File: src/rtl/core/jsu_pkg.sv
// ----------------------------------------------------------------------------
// jsu_pkg
// Shared types, codes and the UTF-8 encoder for the JSON string unescaper.
// ----------------------------------------------------------------------------
package jsu_pkg;

  // Parser phases
  localparam logic [2:0] PH_TEXT     = 3'd0;
  localparam logic [2:0] PH_ESC      = 3'd1;
  localparam logic [2:0] PH_HEX1     = 3'd2;
  localparam logic [2:0] PH_HIGH     = 3'd3;
  localparam logic [2:0] PH_HIGH_ESC = 3'd4;
  localparam logic [2:0] PH_HEX2     = 3'd5;

  // Result kinds
  localparam logic [1:0] KIND_DATA = 2'd0;
  localparam logic [1:0] KIND_DONE = 2'd1;
  localparam logic [1:0] KIND_ERR  = 2'd2;

  // Error codes
  localparam logic [2:0] ERR_TRUNC_ESC = 3'd0;
  localparam logic [2:0] ERR_UNK_ESC   = 3'd1;
  localparam logic [2:0] ERR_TRUNC_HEX = 3'd2;
  localparam logic [2:0] ERR_BAD_HEX   = 3'd3;
  localparam logic [2:0] ERR_CTRL      = 3'd4;
  localparam logic [2:0] ERR_UNTERM    = 3'd5;

  localparam logic [20:0] CP_REPLACE   = 21'h00FFFD;
  localparam logic [20:0] CP_SUPP_BASE = 21'h010000;
  localparam logic [5:0]  HIGH_TAG     = 6'b110110;  // 0xD800..0xDBFF
  localparam logic [5:0]  LOW_TAG      = 6'b110111;  // 0xDC00..0xDFFF
  localparam logic [7:0]  CH_QUOTE     = 8'h22;
  localparam logic [7:0]  CH_BSLASH    = 8'h5C;
  localparam logic [7:0]  CH_U         = 8'h75;
  localparam logic [7:0]  CH_SPACE     = 8'h20;

  typedef struct packed {
    logic [2:0]  phase;
    logic [15:0] hex_accum;
    logic [9:0]  high_unit;
    logic [1:0]  digit_count;
    logic        hex_bad;
  } st_t;

  localparam st_t ST_RESET = '{phase: PH_TEXT, hex_accum: 16'd0, high_unit: 10'd0,
                               digit_count: 2'd0, hex_bad: 1'b0};

  typedef struct packed {
    logic [7:0] data;
    logic [1:0] kind;
    logic [2:0] code;
  } res_t;

  // All results caused by one input item, in order
  typedef struct packed {
    logic [2:0]       cnt;
    res_t [3:0]       res;
  } bundle_t;

  typedef struct packed {
    logic [2:0]       n;
    logic [3:0][7:0]  b;
  } utf8_t;

  function automatic utf8_t utf8_enc(input logic [20:0] cp);
    utf8_t e;
    e = '0;
    if (cp < 21'h80) begin
      e.n    = 3'd1;
      e.b[0] = cp[7:0];
    end else if (cp < 21'h800) begin
      e.n    = 3'd2;
      e.b[0] = {3'b110, cp[10:6]};
      e.b[1] = {2'b10, cp[5:0]};
    end else if (cp < 21'h10000) begin
      e.n    = 3'd3;
      e.b[0] = {4'b1110, cp[15:12]};
      e.b[1] = {2'b10, cp[11:6]};
      e.b[2] = {2'b10, cp[5:0]};
    end else begin
      e.n    = 3'd4;
      e.b[0] = {5'b11110, cp[20:18]};
      e.b[1] = {2'b10, cp[17:12]};
      e.b[2] = {2'b10, cp[11:6]};
      e.b[3] = {2'b10, cp[5:0]};
    end
    return e;
  endfunction

endpackage

File: src/rtl/core/jsu_decode.sv
// ----------------------------------------------------------------------------
// jsu_decode
// Next-state and result bundle for one input byte or end marker.
// ----------------------------------------------------------------------------
module jsu_decode (
  input  jsu_pkg::st_t     st_i,
  input  logic [7:0]       byte_i,
  input  logic             is_end_i,
  output jsu_pkg::st_t     st_o,
  output jsu_pkg::bundle_t bundle_o
);
  import jsu_pkg::*;

  logic        hex_ok;
  logic [3:0]  hex_d;
  logic [15:0] acc_new;
  logic        bad_new;
  logic        grp_last;
  logic        esc_ok;
  logic [7:0]  esc_val;
  // plain-text outcome
  res_t        pb_tail;
  logic        pb_tail_v;
  logic [2:0]  pb_phase;
  logic        pb_rst;
  // escape-letter outcome (letter u handled by caller)
  res_t        es_tail;
  logic        es_rst;
  // assembly
  st_t         n;
  logic        rst;
  logic        u_en;
  logic [20:0] u_cp;
  logic        tail_v;
  res_t        tail;
  utf8_t       enc;
  logic [2:0]  u_n;

  // hex digit value; letters take low nibble + 9
  always_comb begin
    hex_ok = 1'b0;
    hex_d  = 4'd0;
    if (byte_i >= 8'h30 && byte_i <= 8'h39) begin
      hex_ok = 1'b1;
      hex_d  = byte_i[3:0];
    end else if ((byte_i >= 8'h61 && byte_i <= 8'h66) ||
                 (byte_i >= 8'h41 && byte_i <= 8'h46)) begin
      hex_ok = 1'b1;
      hex_d  = byte_i[3:0] + 4'd9;
    end
  end

  assign acc_new  = {st_i.hex_accum[11:0], hex_d};
  assign bad_new  = st_i.hex_bad | ~hex_ok;
  assign grp_last = (st_i.digit_count == 2'd3);

  always_comb begin
    esc_ok  = 1'b1;
    esc_val = byte_i;
    case (byte_i)
      8'h22, 8'h5C, 8'h2F: esc_val = byte_i;
      8'h62:               esc_val = 8'h08;
      8'h66:               esc_val = 8'h0C;
      8'h6E:               esc_val = 8'h0A;
      8'h72:               esc_val = 8'h0D;
      8'h74:               esc_val = 8'h09;
      default:             esc_ok  = 1'b0;
    endcase
  end

  always_comb begin
    es_tail = '0;
    es_rst  = 1'b0;
    if (esc_ok) begin
      es_tail.data = esc_val;
    end else begin
      es_tail.kind = KIND_ERR;
      es_tail.code = ERR_UNK_ESC;
      es_rst       = 1'b1;
    end
  end

  always_comb begin
    pb_tail   = '0;
    pb_tail_v = 1'b1;
    pb_phase  = PH_TEXT;
    pb_rst    = 1'b0;
    if (byte_i == CH_QUOTE) begin
      pb_tail.kind = KIND_DONE;
      pb_rst       = 1'b1;
    end else if (byte_i == CH_BSLASH) begin
      pb_tail_v = 1'b0;
      pb_phase  = PH_ESC;
    end else if (byte_i < CH_SPACE) begin
      pb_tail.kind = KIND_ERR;
      pb_tail.code = ERR_CTRL;
      pb_rst       = 1'b1;
    end else begin
      pb_tail.data = byte_i;
    end
  end

  always_comb begin
    n      = st_i;
    rst    = 1'b0;
    u_en   = 1'b0;
    u_cp   = CP_REPLACE;
    tail_v = 1'b0;
    tail   = '0;
    if (is_end_i) begin
      rst       = 1'b1;
      tail_v    = 1'b1;
      tail.kind = KIND_ERR;
      unique case (st_i.phase) inside
        PH_ESC, PH_HIGH_ESC: tail.code = ERR_TRUNC_ESC;
        PH_HEX1, PH_HEX2:    tail.code = ERR_TRUNC_HEX;
        PH_HIGH: begin
          u_en      = 1'b1;
          tail.code = ERR_UNTERM;
        end
        default:             tail.code = ERR_UNTERM;
      endcase
    end else begin
      unique case (st_i.phase) inside
        PH_ESC: begin
          if (byte_i == CH_U) begin
            n.phase       = PH_HEX1;
            n.hex_accum   = 16'd0;
            n.digit_count = 2'd0;
            n.hex_bad     = 1'b0;
          end else begin
            n.phase = PH_TEXT;
            tail_v  = 1'b1;
            tail    = es_tail;
            rst     = es_rst;
          end
        end
        PH_HEX1, PH_HEX2: begin
          n.hex_accum   = acc_new;
          n.hex_bad     = bad_new;
          n.digit_count = grp_last ? 2'd0 : st_i.digit_count + 2'd1;
          if (grp_last) begin
            if (bad_new) begin
              tail_v    = 1'b1;
              tail.kind = KIND_ERR;
              tail.code = ERR_BAD_HEX;
              rst       = 1'b1;
            end else begin
              n.phase = PH_TEXT;
              if (st_i.phase == PH_HEX1) begin
                if (acc_new[15:10] == HIGH_TAG) begin
                  n.high_unit = acc_new[9:0];
                  n.phase     = PH_HIGH;
                end else begin
                  u_en = 1'b1;
                  if (acc_new[15:10] != LOW_TAG) u_cp = {5'd0, acc_new};
                end
              end else begin
                u_en = 1'b1;
                if (acc_new[15:10] == LOW_TAG)
                  u_cp = CP_SUPP_BASE + {1'b0, st_i.high_unit, acc_new[9:0]};
              end
            end
          end
        end
        PH_HIGH: begin
          if (byte_i == CH_BSLASH) begin
            n.phase = PH_HIGH_ESC;
          end else begin
            u_en    = 1'b1;
            n.phase = pb_phase;
            tail_v  = pb_tail_v;
            tail    = pb_tail;
            rst     = pb_rst;
          end
        end
        PH_HIGH_ESC: begin
          if (byte_i == CH_U) begin
            n.phase       = PH_HEX2;
            n.hex_accum   = 16'd0;
            n.digit_count = 2'd0;
            n.hex_bad     = 1'b0;
          end else begin
            u_en    = 1'b1;
            n.phase = PH_TEXT;
            tail_v  = 1'b1;
            tail    = es_tail;
            rst     = es_rst;
          end
        end
        default: begin
          n.phase = pb_phase;
          tail_v  = pb_tail_v;
          tail    = pb_tail;
          rst     = pb_rst;
        end
      endcase
    end
    if (rst) n = ST_RESET;
  end

  assign enc = utf8_enc(u_cp);
  assign u_n = u_en ? enc.n : 3'd0;

  // encoded bytes first, then the single trailing result
  always_comb begin
    bundle_o.cnt = u_n + {2'd0, tail_v};
    for (int i = 0; i < 4; i++) begin
      if (3'(i) < u_n) begin
        bundle_o.res[i].data = enc.b[i];
        bundle_o.res[i].kind = KIND_DATA;
        bundle_o.res[i].code = ERR_TRUNC_ESC;
      end else begin
        bundle_o.res[i] = tail;
      end
    end
  end

  assign st_o = n;

endmodule

File: src/rtl/core/json_string_unescape_top.sv
// ----------------------------------------------------------------------------
// json_string_unescape_top
// JSON string body unescaper with UTF-8 output.
// ----------------------------------------------------------------------------
// Takes one byte of a JSON string body (opening quote already removed) per
// transfer, or an end marker, and returns decoded UTF-8 bytes followed by a
// done or error result. An input transfer is taken every cycle as long as
// each one causes at most one result and out_ready keeps up; a transfer
// that causes k results (a \u escape or surrogate pair can give up to four)
// holds the output until all k are sent. The parser state is updated in the
// cycle of the input transfer, and the whole result group of that transfer
// is written into a two-entry result queue, so results are registered before
// they appear and the input stays open while a result waits on out_ready.
// in_ready drops only when both queue entries hold results not yet fully
// sent. Transfers that cause no result (a backslash, a hex digit inside a
// group) write nothing. out_last marks the final result of each input
// transfer; done and error results are always last. After done or error
// the parser is back in plain text.
// ----------------------------------------------------------------------------
module json_string_unescape_top (
  input  logic       clk,
  input  logic       rst_n,
  // input channel
  input  logic       in_valid,
  output logic       in_ready,
  input  logic [7:0] in_byte,
  input  logic       in_is_end,
  // result channel
  output logic       out_valid,
  input  logic       out_ready,
  output logic [7:0] out_byte,
  output logic [1:0] out_kind,
  output logic [2:0] out_error_code,
  output logic       out_last
);
  import jsu_pkg::*;

  // parser state, advanced on each input transfer
  st_t        st_r;
  st_t        st_nxt;
  bundle_t    dec_bundle;

  // result queue: one entry holds every result of one input transfer
  bundle_t    q_r [2];
  logic       wr_ptr_r;
  logic       rd_ptr_r;
  logic [1:0] q_cnt_r;
  logic [1:0] q_cnt_nxt;
  logic [1:0] idx_r;   // result within the head entry

  logic       in_xfer;
  logic       out_xfer;
  logic       push;
  logic       pop;
  bundle_t    head;
  res_t       cur;

  jsu_decode u_decode (
    .st_i     (st_r),
    .byte_i   (in_byte),
    .is_end_i (in_is_end),
    .st_o     (st_nxt),
    .bundle_o (dec_bundle)
  );

  assign in_ready  = (q_cnt_r != 2'd2);
  assign in_xfer   = in_valid & in_ready;
  assign push      = in_xfer & (dec_bundle.cnt != 3'd0);

  assign head      = q_r[rd_ptr_r];
  assign cur       = head.res[idx_r];
  assign out_valid = (q_cnt_r != 2'd0);
  assign out_last  = ({1'b0, idx_r} == head.cnt - 3'd1);
  assign out_xfer  = out_valid & out_ready;
  assign pop       = out_xfer & out_last;

  assign out_byte       = cur.data;
  assign out_kind       = cur.kind;
  assign out_error_code = cur.code;

  always_comb begin
    q_cnt_nxt = q_cnt_r;
    if (push && !pop)      q_cnt_nxt = q_cnt_r + 2'd1;
    else if (pop && !push) q_cnt_nxt = q_cnt_r - 2'd1;
  end

  always_ff @(posedge clk) begin
    if (!rst_n) begin
      st_r     <= ST_RESET;
      wr_ptr_r <= 1'b0;
      rd_ptr_r <= 1'b0;
      q_cnt_r  <= 2'd0;
      idx_r    <= 2'd0;
    end else begin
      if (in_xfer) st_r <= st_nxt;
      if (push) wr_ptr_r <= ~wr_ptr_r;
      if (pop) begin
        rd_ptr_r <= ~rd_ptr_r;
        idx_r    <= 2'd0;
      end else if (out_xfer) begin
        idx_r <= idx_r + 2'd1;
      end
      q_cnt_r <= q_cnt_nxt;
    end
  end

  // queue payload, no reset
  always_ff @(posedge clk) begin
    if (push) q_r[wr_ptr_r] <= dec_bundle;
  end

  // ---- assertions ----

  // done and error always close the result group of their input transfer
  a_term_last: assert property (@(posedge clk) disable iff (!rst_n)
    (out_valid && out_kind != KIND_DATA) |-> out_last)
    else $error("done/error result not marked last");

  // queue occupancy never exceeds its two entries
  a_q_bound: assert property (@(posedge clk) disable iff (!rst_n)
    q_cnt_r != 2'd3)
    else $error("result queue overflow");

  // a queued group always holds at least one result and at most four
  a_cnt_range: assert property (@(posedge clk) disable iff (!rst_n)
    out_valid |-> (head.cnt != 3'd0 && head.cnt <= 3'd4))
    else $error("bad result count in queue head");

  // a result group in progress stays at the head while stalled
  a_idx_hold: assert property (@(posedge clk) disable iff (!rst_n)
    (out_valid && !out_ready) |=> $stable(idx_r) && $stable(rd_ptr_r))
    else $error("head moved without a transfer");

endmodule

File: config.mk
export PLATFORM = sky130hd
export DESIGN_NAME = json_string_unescape_top
export DESIGN_NICKNAME = d
export VERILOG_FILES = /design/src/rtl/core/jsu_pkg.sv /design/src/rtl/core/jsu_decode.sv /design/src/rtl/core/json_string_unescape_top.sv
export SDC_FILE = /design/constraint.sdc
export NUM_CORES = 1
export LEC_CHECK = 0
export ABC_AREA = 1
export BUFFER_PORTS_ARGS = -buffer_cell sky130_fd_sc_hd__clkbuf_2
export CORE_ASPECT_RATIO = 1.25
export CORE_MARGIN = 2
export CORE_UTILIZATION = 55
export CTS_CLUSTER_SIZE = 14
export DETAILED_ROUTE_END_ITERATION = 6
export HOLD_SLACK_MARGIN = 0.06
export PLACE_DENSITY = 0.72
export SKIP_CTS_REPAIR_TIMING = 1
export SLEW_MARGIN = 20
export SYNTH_ARGS = -nofsm -noshare
export SYNTH_HDL_FRONTEND = slang
export SYNTH_SLANG_ARGS = --single-unit
File: constraint.sdc
create_clock -name clk -period 11.03 [get_ports clk]
set_input_delay 1.103 -clock clk [delete_from_list [all_inputs] [get_ports clk]]
set_output_delay 1.103 -clock clk [all_outputs]
set_load 0.01 [all_outputs]
==> metrics, run 1 <==
critical path class in -> reg; Layout Nets around 1,000; Hold WS around 480 ps; chip width between 100 and 150 µm; Post-Syn Area 8070 µm²; CP top delay family simple AND/OR/NAND/NOR gates; full die area 15,700 µm²; Arrival @ worst endpoint about 5000 ps; clk sinks between 100 and 150; leakage power 3.59 nW; Yosys reg bits roughly 150; Worst path slowest cell ha_1; CTS Buf Count 17; clock tree buffer depth 2; Avg WL per Cell 17.3 µm; Layout fillers 1,273; Ys Warns 0; Syn Inst Count between 900 and 1,000; worst-margin pin slew just under 1000 ps; crit path max fanout 16; DR vias slightly below 7,000; Peak Freq 211 MHz; DR WL met2 ~10,000 µm; setup_tns 0 ps; Synth async-reset ratio 0%; WP buf/inv 3; sequential cell area about 4000 µm²; Critical Path End Type flip-flop; Max Used Layer met4; Final period util around 43%; area share of the largest cell type after synthesis a little over 40%; Worst-path clk slew about 70 ps; row cnt approximately 50; Synth area leaders edfxtp_1 (41%), nor2_1 (10%), dfxtp_1 (8.7%); initial antenna violation count 0; Power Dens Cells around 180 nW/µm²; number of max-cap violations 0; cell accounting for the most synthesized area edfxtp_1; gpl congestion ~0.96; library cells used by synthesis 44; Setup WS pre-CTS 5910 ps; unrepaired setup endpoints after global routing no; Crit path top cell by count ha_1; Met1 Wirelength about 8400 µm; number of enable flip-flop cells after synthesis 110; CTS tree done; grt ovf 0; Worst Clk Skew between 15 and 20 ps; wirelength, routed about 21,000 µm; worst setup margin 6290 ps; drt pass-1 iters 5; initial core utilization between 50 and 60%; Rel. slew slack 35.9%; Critical Path Source Type primary input; Max stage delay on crit path between 300 and 400 ps; CORE AREA about 14,000 µm²; Min-Delay Path Class reg -> reg; area of the multi-input gates roughly 3600 µm²; share of layout cells above drive strength 1 13.9%; outcome complete, no violations; aggregate global-route resource usage 27.0%; DRC 0; PortBufs 28; register area share after synthesis between 40 and 50%; peak supply drop ~0.12 mV; CP Data Required Time 11,340 ps; DRT iter0 DRCs 530; setup violators final 0; Layout area overhead 10.7%; IO Pins 29; HPWL after detailed placement ~15,000 µm; fin crit period between 4000 and 5000 ps; DRT antenna net count 0; first-pass GRT wire length around 33,000 µm; commonest cells after routing, fill and taps aside nor2_1 (219), nand2_1 (169), edfxtp_1 (110); Clock Latency Late Sink about 430 ps; Synth Flop Type edfxtp_1; max-slew violations 0; largest net degree at the start of global routing 57; vias in the first global route ~6,500; met3 wire length 1070 µm; number of diodes 0; H-tree depth 4; Clock Tree Root clkbuf_16; Final Hold Vio Count 0; most common cell after layout, fill and taps aside nor2_1; via/cell ratio approximately 5.7; Mapped Nets between 1,000 and 1,500; die height between 100 and 150 µm; Mean Syn Cell Area between 8 and 9 µm²
[flip-flops by register name, summed over array words and instances (netlist names), named ones only]
register	cells
q_r	110
st_r	28
idx_r	2
q_cnt_r	2
rd_ptr_r	1
wr_ptr_r	1
[tightest hold or removal path: stages, from the launching register on]
cell     delay, ps
dfxtp_1        330
nor2_1          50
nor2_1          70
[cell usage after synthesis, types with 8 or more instances]
master	count
nor2_1	220
nand3_2	8
nand3_1	65
inv_1	67
nand4_1	14
dfxtp_1	35
inv_2	20
nor2_2	11
a31oi_1	13
nand2_2	14
a21oi_1	25
clkbuf_1	23
nand2_1	169
o21ai_0	82
edfxtp_1	110
o21ai_1	14
nor3_1	13
o22ai_1	16
ha_1	11
[cell families (layout without fill, tap and decap cells)]
| kind of cell | count (synthesis) | in the layout | synth area share, % |
|---|---|---|---|
| and+or+nand+nor | 532 | 532 | 29.4 |
| adders and majority gates | 11 | 11 | 1.71 |
| DFF | 145 | 145 | 49.6 |
| muxes | 2 | 2 | 0.248 |
| xor gates and xnor gates | 8 | 8 | 0.869 |
| buffers and inverters | 124 | 156 | 6.16 |
| AOI/OAI and AO/OA | 172 | 172 | 12.0 |
[metal layers]
metal	track usage, %	vias to the layer above
met1	33.3	3165
met2	46.0	241
li1	-	3397
met3	4.70	71
met4	13.2	0
met5	0	-
[path summary, 6_finish.rpt]
kind	from	endpoint	slack, ps	cells after the start
setup / recovery	in_byte[0]	q_cnt_r[1]$_SDFFE_PN0P_	6290	25
setup reg to reg	st_r[30]$_SDFFE_PN0P_	q_cnt_r[1]$_SDFFE_PN0P_	6870	24
hold / removal	st_r[6]$_SDFFE_PN0P_	st_r[6]$_SDFFE_PN0P_	480	2
hold reg to reg	st_r[6]$_SDFFE_PN0P_	st_r[6]$_SDFFE_PN0P_	480	2
[stage by stage]
stage	instances	total power, mW	util [%]	cell area, µm²
2_1_floorplan	994	0.961	-	8070
3_3_place_gp	1172	1.07	58.1	8330
3_5_place_dp	1172	1.08	58.1	8330
4_1_cts	1204	1.65	62.3	8930
5_1_grt	1204	1.72	62.3	8930
6_report	1204	1.64	62.3	8930
[final cells by class]
type                    instances  area share, %
repair buffers                 35           2.16
clock buffers                  17           4.76
flip-flops and latches        145           44.8
well taps                     178           2.49
clock inverters                15           1.92
multi-input cells             725           40.1
inverters                      89           3.77
[where the power goes]
part           switching, mW  internal (mW)
logic                  0.242          0.115
clock network          0.258          0.322
registers             0.0315          0.674
No activity file was read; power rests on OpenSTA's default activity.
==> run 2, diff against run 1 <==
--- a/config.mk
+++ b/config.mk
@@ -5,7 +5,7 @@
 export SDC_FILE = /design/constraint.sdc
 export NUM_CORES = 1
 export LEC_CHECK = 0
-export ABC_AREA = 1
+export ABC_AREA = 0
 export BUFFER_PORTS_ARGS = -buffer_cell sky130_fd_sc_hd__clkbuf_2
 export CORE_ASPECT_RATIO = 1.25
 export CORE_MARGIN = 2
==> constraint.sdc (replaced) <==
create_clock -name clk -period 4.9 [get_ports clk]
set_input_delay 0.49 -clock clk [delete_from_list [all_inputs] [get_ports clk]]
set_output_delay 0.49 -clock clk [all_outputs]
set_load 0.01 [all_outputs]
==> metrics, run 2 <==
wirelength, routed 18,700 µm (was 20,800 µm); gpl congestion 0.983 (was 0.956); drt pass-1 iters 5 (unchanged); Layout area overhead 12.4% (was 10.7%); Final Hold Vio Count 0 (unchanged); worst hold start st_r[4]$_SDFFE_PN0P_ (was st_r[6]$_SDFFE_PN0P_); Post-Syn Area 7670 µm² (was 8070 µm²); Synth Flop Type edfxtp_1 (unchanged); max-slew violations 0 (unchanged); Worst-path clk slew 60 ps (was 70 ps); Ys Warns 0 (unchanged); Mapped Nets 662 (was 1,018); largest net degree at the start of global routing 56 (was 57); clk sinks 145 (unchanged); DRT antenna net count 0 (unchanged); die height 136 µm (was 139 µm); Yosys reg bits 145 (unchanged); Final Util 62.7% (was 62.3%); Syn Inst Count 638 (was 994); Critical Path End Type flip-flop (unchanged); worst r2r src st_r[29]$_SDFFE_PN0P_ (was st_r[30]$_SDFFE_PN0P_); Power Dens Cells 378 nW/µm² (was 184 nW/µm²); chip width 110 µm (was 112 µm); Worst path slowest cell or3b_2 (was ha_1); library cells used by synthesis 85 (was 44); CP Data Required Time 5240 ps (was 11,340 ps); aggregate global-route resource usage 26.8% (was 27.0%); largest registers q_r (110), st_r (28) (unchanged); DR vias 5,551 (was 6,874); Crit path top cell by count ha_1 (unchanged); PortBufs 28 (unchanged); Avg WL per Cell 21.8 µm (was 17.3 µm); initial antenna violation count 0 (unchanged); setup violators final 0 (unchanged); commonest cells after routing, fill and taps aside edfxtp_1 (110), nor2_1 (46), nand2_1 (39) (was nor2_1 (219), nand2_1 (169), edfxtp_1 (110)); crit path max fanout 12 (was 16); Worst Clk Skew 13.7 ps (was 16.9 ps); worst-margin pin slew 1030 ps (was 960 ps); H-tree depth 4 (unchanged); Rel. slew slack 30.8% (was 35.9%); CORE AREA 13,800 µm² (was 14,300 µm²); fin crit period between 4000 and 5000 ps; max FFs per register 110 (unchanged); most common cell after layout, fill and taps aside edfxtp_1 (was nor2_1); Reg2Reg Depth 13 (was 24); full die area 14,900 µm² (was 15,700 µm²); number of max-cap violations 0 (unchanged); placed cell area 8050 µm² (was 8330 µm²); CTS Buf Count 17 (unchanged); unrepaired setup endpoints after global routing no (unchanged); DRC 0 (unchanged); hold-critical path endpoint st_r[4]$_SDFFE_PN0P_ (was st_r[6]$_SDFFE_PN0P_); crit path cell chain or3b_2 > nor4_1 > a31oi_1 > or2_2 > o21ai_0 > a21oi_1 > ha_1 > ha_1 > xnor2_2 > o31a_1 > ha_1 > or3_1 > a21boi_0; Worst R2R Setup Slack 530 ps (was 6870 ps); Peak Freq 229 MHz; most frequent cells after synthesis edfxtp_1 (110), nor2_1 (46), nand2_1 (39) (was nor2_1 (220), nand2_1 (169), edfxtp_1 (110)); row cnt 48 (was 49); Most flops, register q_r (unchanged); count leader, synth edfxtp_1 (was nor2_1); Clock Latency Late Sink 420 ps (was 430 ps); share of layout cells above drive strength 1 22.4% (was 13.9%); peak supply drop 0.281 mV (was 0.121 mV); CTS tree done (unchanged); Synth area leaders edfxtp_1 (43%), dfxtp_1 (9.1%), mux4_2 (7.6%) (was edfxtp_1 (41%), nor2_1 (10%), dfxtp_1 (8.7%)); number of enable flip-flop cells after synthesis 110 (unchanged); Min-Delay Path Class reg -> reg (unchanged); cell accounting for the most synthesized area edfxtp_1 (unchanged); IO Pins 29 (unchanged); grt ovf 0 (unchanged); initial core utilization 55.8% (was 56.2%); area share of the largest cell type after synthesis 43.0% (was 40.9%); Mean Syn Cell Area 12.0 µm² (was 8.12 µm²); DRT iter0 DRCs 517 (was 530); Critical Path Source Type flip-flop (was primary input); clock tree buffer depth 2 (unchanged); Clock Tree Root clkbuf_16 (unchanged); first-pass GRT wire length 29,600 µm (was 33,300 µm); vias in the first global route 5,496 (was 6,502); leakage power 2.98 nW (was 3.59 nW); Synth async-reset ratio 0% (unchanged); setup_tns 0 ps (unchanged); via/cell ratio 6.46 (was 5.71); number of diodes 0 (unchanged); Final period util between 80% and 90%; Max stage delay on crit path 630 ps (was 330 ps); critical path class reg -> reg (was in -> reg); Layout Nets 696 (was 1,037); register area share after synthesis 52.2% (was 49.6%); Hold Path Depth 2 (unchanged); Worst R2R End q_cnt_r[1]$_SDFFE_PN0P_ (unchanged); Arrival @ worst endpoint 4710 ps (was 5060 ps); HPWL after detailed placement 13,800 µm (was 14,800 µm); Finished Cell Area 8620 µm² (was 8930 µm²); outcome complete, no violations (unchanged)
## run 2: layout make-up
cell class / instances / area [µm²]
clock buffers: 17 / 425
inverters: 15 / 56.3
flip-flops and latches: 145 / 4010
fillers: 1095 / 5130
multi-input cells: 446 / 3460
clock inverters: 14 / 145
well taps: 175 / 219
repair buffers: 47 / 308
## run 2: cell families after synthesis
kind of cell               count (synthesis)  synth area share, %
buffers and inverters                     47                 2.80
DFF                                      145                 52.2
xor gates and xnor gates                  13                 1.58
and+or+nand+nor                          206                 14.2
adders and majority gates                 11                 1.79
muxes                                     47                 10.7
AOI/OAI and AO/OA                        169                 16.7
## run 2: worst max-delay path, delay by kind of cell, from the launching register on
kind,cells,cell delay [ps]
adders and majority gates,3,820
xor gates and xnor gates,1,160
AOI/OAI and AO/OA,5,1270
DFF,1,430
and+or+nand+nor,4,1620
## run 2: power breakdown
group | internal, mW | total [mW] | switching, mW
logic | 0.230 | 0.510 | 0.280
clock network | 0.713 | 1.25 | 0.532
registers | 1.46 | 1.51 | 0.0429
total | 2.41 | 3.26 | 0.855
## run 2: worst max-delay path by stage
stage	startpoint	end	slack, ps	depth (start not counted)
finish	st_r[29]$_SDFFE_PN0P_	q_cnt_r[1]$_SDFFE_PN0P_	530	13
global route	st_r[29]$_SDFFE_PN0P_	q_cnt_r[1]$_SDFFE_PN0P_	200	13
CTS	st_r[29]$_SDFFE_PN0P_	q_cnt_r[1]$_SDFFE_PN0P_	560	13
detailed placement	in_byte[0]	q_cnt_r[1]$_SDFFE_PN0P_	300	16
global placement	in_byte[0]	q_cnt_r[1]$_SDFFE_PN0P_	440	16
floorplan	in_byte[4]	q_r[0][0]$_DFFE_PP_	290	13
## run 2: routing by layer
layer | wire (µm) | track usage [%] | share of wire [%]
met1 | 7480 | 33.7 | 40
met2 | 9400 | 43.9 | 50
met3 | 1090 | 5.32 | 5.8
met4 | 786 | 13.3 | 4.2
met5 | 0 | 0 | 0
## run 2: metrics by stage
stage               hold WS (ps)  total power [mW]  setup WS, ps  std cells
detailed placement           450              2.05           305        828
finish                       465              3.26           527        859
global route                 502              3.39           197        859
floorplan                    425              1.88           295        638
global placement             443              2.02           438        828
CTS                          467              3.28           559        859
